### src/trs_pkg.sv
package trs_pkg;

    localparam int DEF_TABLE_DEPTH = 256;
    localparam int DEF_ENTRY_BITS  = 16;

    // width of the random word and of the bit counter of the remainder loop that reduces it
    localparam int WORD_BITS   = 32;
    localparam int DIV_CNT_W   = $clog2(WORD_BITS);

    // apb register map, one register at byte address 4*i
    localparam int APB_ADDR_BITS = 3;
    localparam logic REG_CYCLIC_MODE = 1'b0;

    typedef enum logic [1:0] {
        CMD_CLEAR = 2'd0,
        CMD_LOAD  = 2'd1,
        CMD_STEP  = 2'd2,
        CMD_READ  = 2'd3
    } cmd_t;

    typedef enum logic [1:0] {
        ST_OK         = 2'd0,
        ST_FULL       = 2'd1,
        ST_RANGE      = 2'd2,
        ST_STEP_DONE  = 2'd3
    } status_t;

    typedef struct packed {
        cmd_t        cmd;
        logic [15:0] entry_value;
        logic [7:0]  read_index;
        logic [31:0] random_word;
    } in_item_t;

    typedef struct packed {
        logic [15:0] read_value;
        logic [7:0]  picked_index;
        logic [7:0]  top_slot;
        logic        swapped;
        logic [8:0]  entry_count;
        status_t     status;
    } out_item_t;

    typedef enum logic [3:0] {
        S_IDLE,
        S_DISPATCH,
        S_RD_ENTRY,
        S_DIV,
        S_RD_PICK,
        S_RD_SLOT,
        S_WR_PICK,
        S_WR_SLOT,
        S_FINISH
    } state_t;

    // controller to datapath
    typedef struct packed {
        logic item_load;
        logic div_init;
        logic div_step;
        logic rd_index;
        logic rd_pick;
        logic rd_slot;
        logic wr_pick;
        logic wr_slot;
        logic finish;
    } ctrl_cmd_t;

    // datapath to controller
    typedef struct packed {
        cmd_t cmd;
        logic range_err;
        logic step_done;
        logic div_last;
        logic pick_eq_slot;
    } dp_status_t;

endpackage

### src/trs_ctrl.sv
module trs_ctrl
    import trs_pkg::*;
(
    input  logic       clk,
    input  logic       rst_n,
    input  logic       start,
    input  dp_status_t dp_st,
    output ctrl_cmd_t  ctl,
    output logic       busy
);

    state_t state_reg;
    state_t state_next;

    always_ff @(posedge clk or negedge rst_n)
    begin
        if (!rst_n)
        begin
            state_reg <= S_IDLE;
        end
        else
        begin
            state_reg <= state_next;
        end
    end

    // next state
    always_comb
    begin
        state_next = state_reg;
        unique case (state_reg)
            S_IDLE:
            begin
                if (start)
                begin
                    state_next = S_DISPATCH;
                end
            end
            S_DISPATCH:
            begin
                unique case (dp_st.cmd)
                    CMD_CLEAR, CMD_LOAD: state_next = S_FINISH;
                    CMD_READ:  state_next = dp_st.range_err ? S_FINISH : S_RD_ENTRY;
                    CMD_STEP:  state_next = dp_st.step_done ? S_FINISH : S_DIV;
                endcase
            end
            S_RD_ENTRY: state_next = S_FINISH;
            S_DIV:
            begin
                if (dp_st.div_last)
                begin
                    state_next = S_RD_PICK;
                end
            end
            S_RD_PICK:  state_next = dp_st.pick_eq_slot ? S_FINISH : S_RD_SLOT;
            S_RD_SLOT:  state_next = S_WR_PICK;
            S_WR_PICK:  state_next = S_WR_SLOT;
            S_WR_SLOT:  state_next = S_FINISH;
            S_FINISH:   state_next = S_IDLE;
            default:    state_next = S_IDLE;
        endcase
    end

    // outputs
    always_comb
    begin
        ctl  = '0;
        busy = 1'b1;
        unique case (state_reg)
            S_IDLE:
            begin
                busy          = 1'b0;
                ctl.item_load = start;
            end
            S_DISPATCH: ctl.div_init = 1'b1;
            S_RD_ENTRY: ctl.rd_index = 1'b1;
            S_DIV:      ctl.div_step = 1'b1;
            S_RD_PICK:  ctl.rd_pick  = 1'b1;
            S_RD_SLOT:  ctl.rd_slot  = 1'b1;
            S_WR_PICK:  ctl.wr_pick  = 1'b1;
            S_WR_SLOT:  ctl.wr_slot  = 1'b1;
            S_FINISH:   ctl.finish   = 1'b1;
            default:    busy         = 1'b1;
        endcase
    end

endmodule

### config.mk
export PLATFORM = sky130hd
export DESIGN_NAME = trs_ctrl
export DESIGN_NICKNAME = d
export VERILOG_FILES = /design/src/trs_pkg.sv /design/src/trs_ctrl.sv
export SDC_FILE = /design/constraint.sdc
export NUM_CORES = 1
export LEC_CHECK = 0
export BUFFER_PORTS_ARGS = -buffer_cell sky130_fd_sc_hd__clkbuf_2
export CAP_MARGIN = 0
export CORE_AREA = 4 4 41 43
export CTS_CLUSTER_SIZE = 16
export DETAILED_ROUTE_END_ITERATION = 10
export DIE_AREA = 0 0 45 47
export HOLD_SLACK_MARGIN = 0.03
export PLACE_DENSITY = 0.63
export SETUP_SLACK_MARGIN = 0.15
export SYNTH_ARGS = -nofsm -noshare
export SYNTH_HDL_FRONTEND = slang
export SYNTH_SLANG_ARGS = --single-unit
### constraint.sdc
create_clock -name clk -period 1.34 [get_ports clk]
set_clock_uncertainty 0.2 [all_clocks]
set_input_delay 0.201 -clock clk [delete_from_list [all_inputs] [get_ports clk]]
set_output_delay 0.201 -clock clk [all_outputs]
set_load 0.05 [all_outputs]
---- Word-level counts from Yosys, hierarchy flattened ----
Index checks and enable logic that the tools add are counted.
storage, ports and cells
  flip-flop bits (word level) ............. 4
  input port bits ......................... 9
  output and inout port bits .............. 10
operators by class
  equal/unequal tests ..................... 13
  multiplexer cells ....................... 17
  reductions and logical operators ........ 5
operators with widths
  cell                                                 number
  case mux 4 bit (7 select lines)                      1
  two-way mux 4 bit                                    5
  equality test 4 x 3 -> 1 bit, second input constant  4
  case mux 4 bit (3 select lines)                      1
  two-way mux 1 bit                                    10
  equality test 4 x 2 -> 1 bit, second input constant  2
  equality test 2 bit, second input constant           2
  equality test 4 x 1 -> 1 bit, second input constant  1
  equality test 4 bit, second input constant           1
  logical NOT 4 bit                                    1
  inequality test 2 bit, second input constant         2
  OR reduction 2 bit                                   2
  equality test 2 x 1 -> 1 bit, second input constant  1
  logical NOT 2 bit                                    1
  AND reduction 2 bit                                  1

---- Depth between registers and ports, before layout ----
  depth after elaboration ................. 4
  mapped depth ............................ 5
  gate-level depth less buffers ........... 4

---- Least setup slack after synthesis ----
No wires, ideal clock.
  path type ............................... reg2out
  from .................................... reg state_reg[1]
  to ...................................... out ctl[0] in the netlist's numbering
  arrival ................................. 2.237 ns
  data required time ...................... 0.939 ns
  slack ................................... -1.298 ns
  cell stages (with the launch flop) ...... 3
  path buffers ............................ 1
  cell sequence ........................... dfrtp_1 > buf_2 > nor4b_1
RTL lines
  what                    line            source
  start, declared         trs_ctrl.sv:12  state_t state_reg;
  start signal, assigned  trs_ctrl.sv:23  state_reg <= state_next;
  end, declared           trs_ctrl.sv:8   output ctrl_cmd_t ctl,

==> flow_metrics.py <==
metrics = {
    "critical_path": {
        "cp_data_required_time_ps": 940,
        "endpoint_kind": "primary output",
        "arrival_ps": 1330,
        "worstSetupStartpointType": "register",
        "cp_cell_sequence": "buf_6, nor4b_4, buf_12",
        "cp_top_family": "flip-flops",
        "crit_type": "reg -> out",
        "crit_fanout": 5,
        "slowest_stage": "dfrtp_2",
        "cpPeakStageDelay_ps": 450,
        "path_buf_inv": 2,
    },
    "logic_synthesis": {
        "synth-seq-cells": 4,
        "synthArstFlopShare": 1.00,
        "synth-xor-area-share": 0,
        "synthesis.nets": 59,
        "synthesis.area_sq_um": 369,
        "synthFlopType": "dfrtp_1",
        "seq_area_frac_synth": 0.271,
        "synth_fa_ha_area_frac": 0,
        "synth_mux_area_frac": 0.0271,
        "synth-edff-count": 0,
        "synth.avg_cell_area_sq_um": 7.38,
        "synth_top_family_by_area": "simple AND/OR/NAND/NOR gates",
        "synth_compound_area_frac": 0.244,
        "synth.distinct_cells": 25,
        "yosysWarnings": 0,
        "netlist_instances": 50,
        "synth-simple-area-share": 0.373,
    },
    "route": {
        "vias": 542,
        "dr_wl_met2_microns": 766,
        "viasPerCell": 5.16,
        "drt-met1-wl_microns": 576,
        "drt-total-wl_microns": 1440,
        "drc_errors": 0,
        "drt_iter0_markers": 18,
        "firstDrtPassIters": 4,
        "drtAntennaViolNets": 0,
        "wire_per_inst_microns": 13.7,
        "dr.max_layer_used": "met4",
        "route.met3.wl_microns": 85,
    },
    "grt": {
        "grt.overflow.total": 0,
        "grt_max_degree": 9,
        "antenna_found_initial": 0,
        "grt_pass1_vias": 501,
        "gr-usage-all-layers": 0.144,
        "grt_pass1_wl_microns": 2180,
    },
    "place": {
        "portBuffers": 18,
        "dp_hpwl_microns": 939,
        "gp_congestion": 0.898,
        "dp_cells": 96,
    },
    "power": {
        "vdd_drop_max_mv": 1.61,
        "finalPower_w": 0.00176,
        "p_per_area_nw_per_um2": 1860,
        "power_leakage_nw": 0.398,
    },
    "floorplan": {
        "die_h_microns": 47,
        "start_util": 0.284,
        "dieArea_sq_um": 2120,
        "die_width_microns": 45,
        "coreArea_sq_um": 1300,
        "rows": 13,
        "io_pins": 19,
    },
    "layout": {
        "layout-drive-gt1-share": 0.756,
        "final_cell_mix": "buf_4, clkbuf_2, buf_6",
        "area_delta_synth_final_pct": 157,
        "finalNonFillerCells": 105,
        "largest_reg_flops": 4,
        "diodes": 0,
        "fin_nets": 101,
        "multi_input_area_sq_um": 393,
        "n_fill_cell": 98,
        "layout_commonest_cell": "buf_4",
        "final-seq-area_sq_um": 105,
    },
    "sta": {
        "setup_slack_ps": -395,
        "max_slew_margin": 0.810,
        "min_period_ps": 1740,
        "hold_viol": 0,
        "setup_violations": 14,
        "min_period_over_period": 1.29,
        "final_max_slew_viol_count": 0,
        "max_clock_freq_ghz": 0.576,
        "rsz0062_at_grt": "yes",
        "tightestPinTransition_ps": 285,
    },
    "clock_network": {
        "path_clk_slew_ps": 40,
        "clockRootBuffer": "clkbuf_4",
        "clock-sinks": 4,
        "clockBufferDepth": 2,
        "cts_made_buffers": 3,
        "clk-insertion-delay-late_ps": 240,
        "htree_levels": 1,
        "tritoncts": "yes",
    },
    "run_status": {
        "status": "complete, but fails checks",
        "violations": "negative setup slack",
    },
    "job": {
        "maxCapViolCount": 0,
    },
    "worst_hold_path": {
        "hp-class": "in -> reg",
    },
}
-- cell usage after synthesis, types with 2 or more instances --
cell	count	area share
a211oi_1	3	0.061
nand2_1	5	0.051
dfrtp_1	4	0.27
a21oi_1	2	0.027
nor2_1	9	0.092
nor3_1	4	0.054
nand2b_1	5	0.085
-- metrics by stage --
stage	utilization	setup WS, ps	TNS [ps]	cell area (sq um)	hold slack, ps
global placement	0.584	-210	-2200	759	-191
detailed placement	0.584	-236	-2380	759	-189
global route	0.728	-444	-4570	947	143
CTS	0.691	-397	-3990	900	103
floorplan	-	-280	-1680	485	-295
finish	0.728	-395	-3810	947	115
-- power by group --
part / leakage, nW / total [W] / switching [W] / internal, W
Combinational: 0.336 / 0.00137 / 0.000708 / 0.000659
Sequential: 0.0475 / 0.000238 / 0.0000750 / 0.000163
Clock: 0.0138 / 0.000159 / 0.0000578 / 0.000101
Total: 0.398 / 0.00176 / 0.000840 / 0.000923
-- worst register-to-register path: stages, from the launching register on --
cell     delay (ps)
dfrtp_2         450
buf_4           170
buf_4           130
nor3_1          170
a211o_1         190
o22ai_1         100
-- final cells by class --
class,instances,area share
clock buffers,3,0.0238
well taps,15,0.0198
multi-input cells,41,0.415
flip-flops and latches,4,0.111
inverters,1,0.00793
repair buffers,41,0.423
-- layer usage --
| metal | GRT usage | vias to the layer above |
|---|---|---|
| li1 | - | 262 |
| met1 | 0.179 | 248 |
| met2 | 0.243 | 30 |
| met3 | 0.0230 | 2 |
| met4 | 0.0702 | 0 |
| met5 | 0 | - |
-- cell families (layout without fill, tap and decap cells) --
logic type | Yosys count | count (layout)
multiplexers | 1 | 1
AND/OR/NAND/NOR | 28 | 28
flip-flops | 4 | 4
AO/OA/AOI/OAI | 12 | 12
buffers and inverters | 5 | 45
-- repair_timing --
action	4_1_cts	5_1_grt
cloned	0	0
endpoints found under the hold margin	5	0
pin swaps	4	5
resized for setup	22	11
hold buffers	2	0
setup buffers	3	1
endpoints found under the setup margin	14	14
-- worst paths after layout --
kind	startpoint	end	slack, ps	depth (start not counted)
min in group asynchronous	rst_n	state_reg[0]	140	2
min	dp_st[5]	state_reg[0]	110	3
max reg2reg	state_reg[2]	state_reg[0]	-190	5
max in group asynchronous	rst_n	state_reg[2]	660	2
min reg2reg	state_reg[1]	state_reg[0]	530	2
max	state_reg[2]	ctl[0]	-400	3
Power figures use the tool's default switching activity.
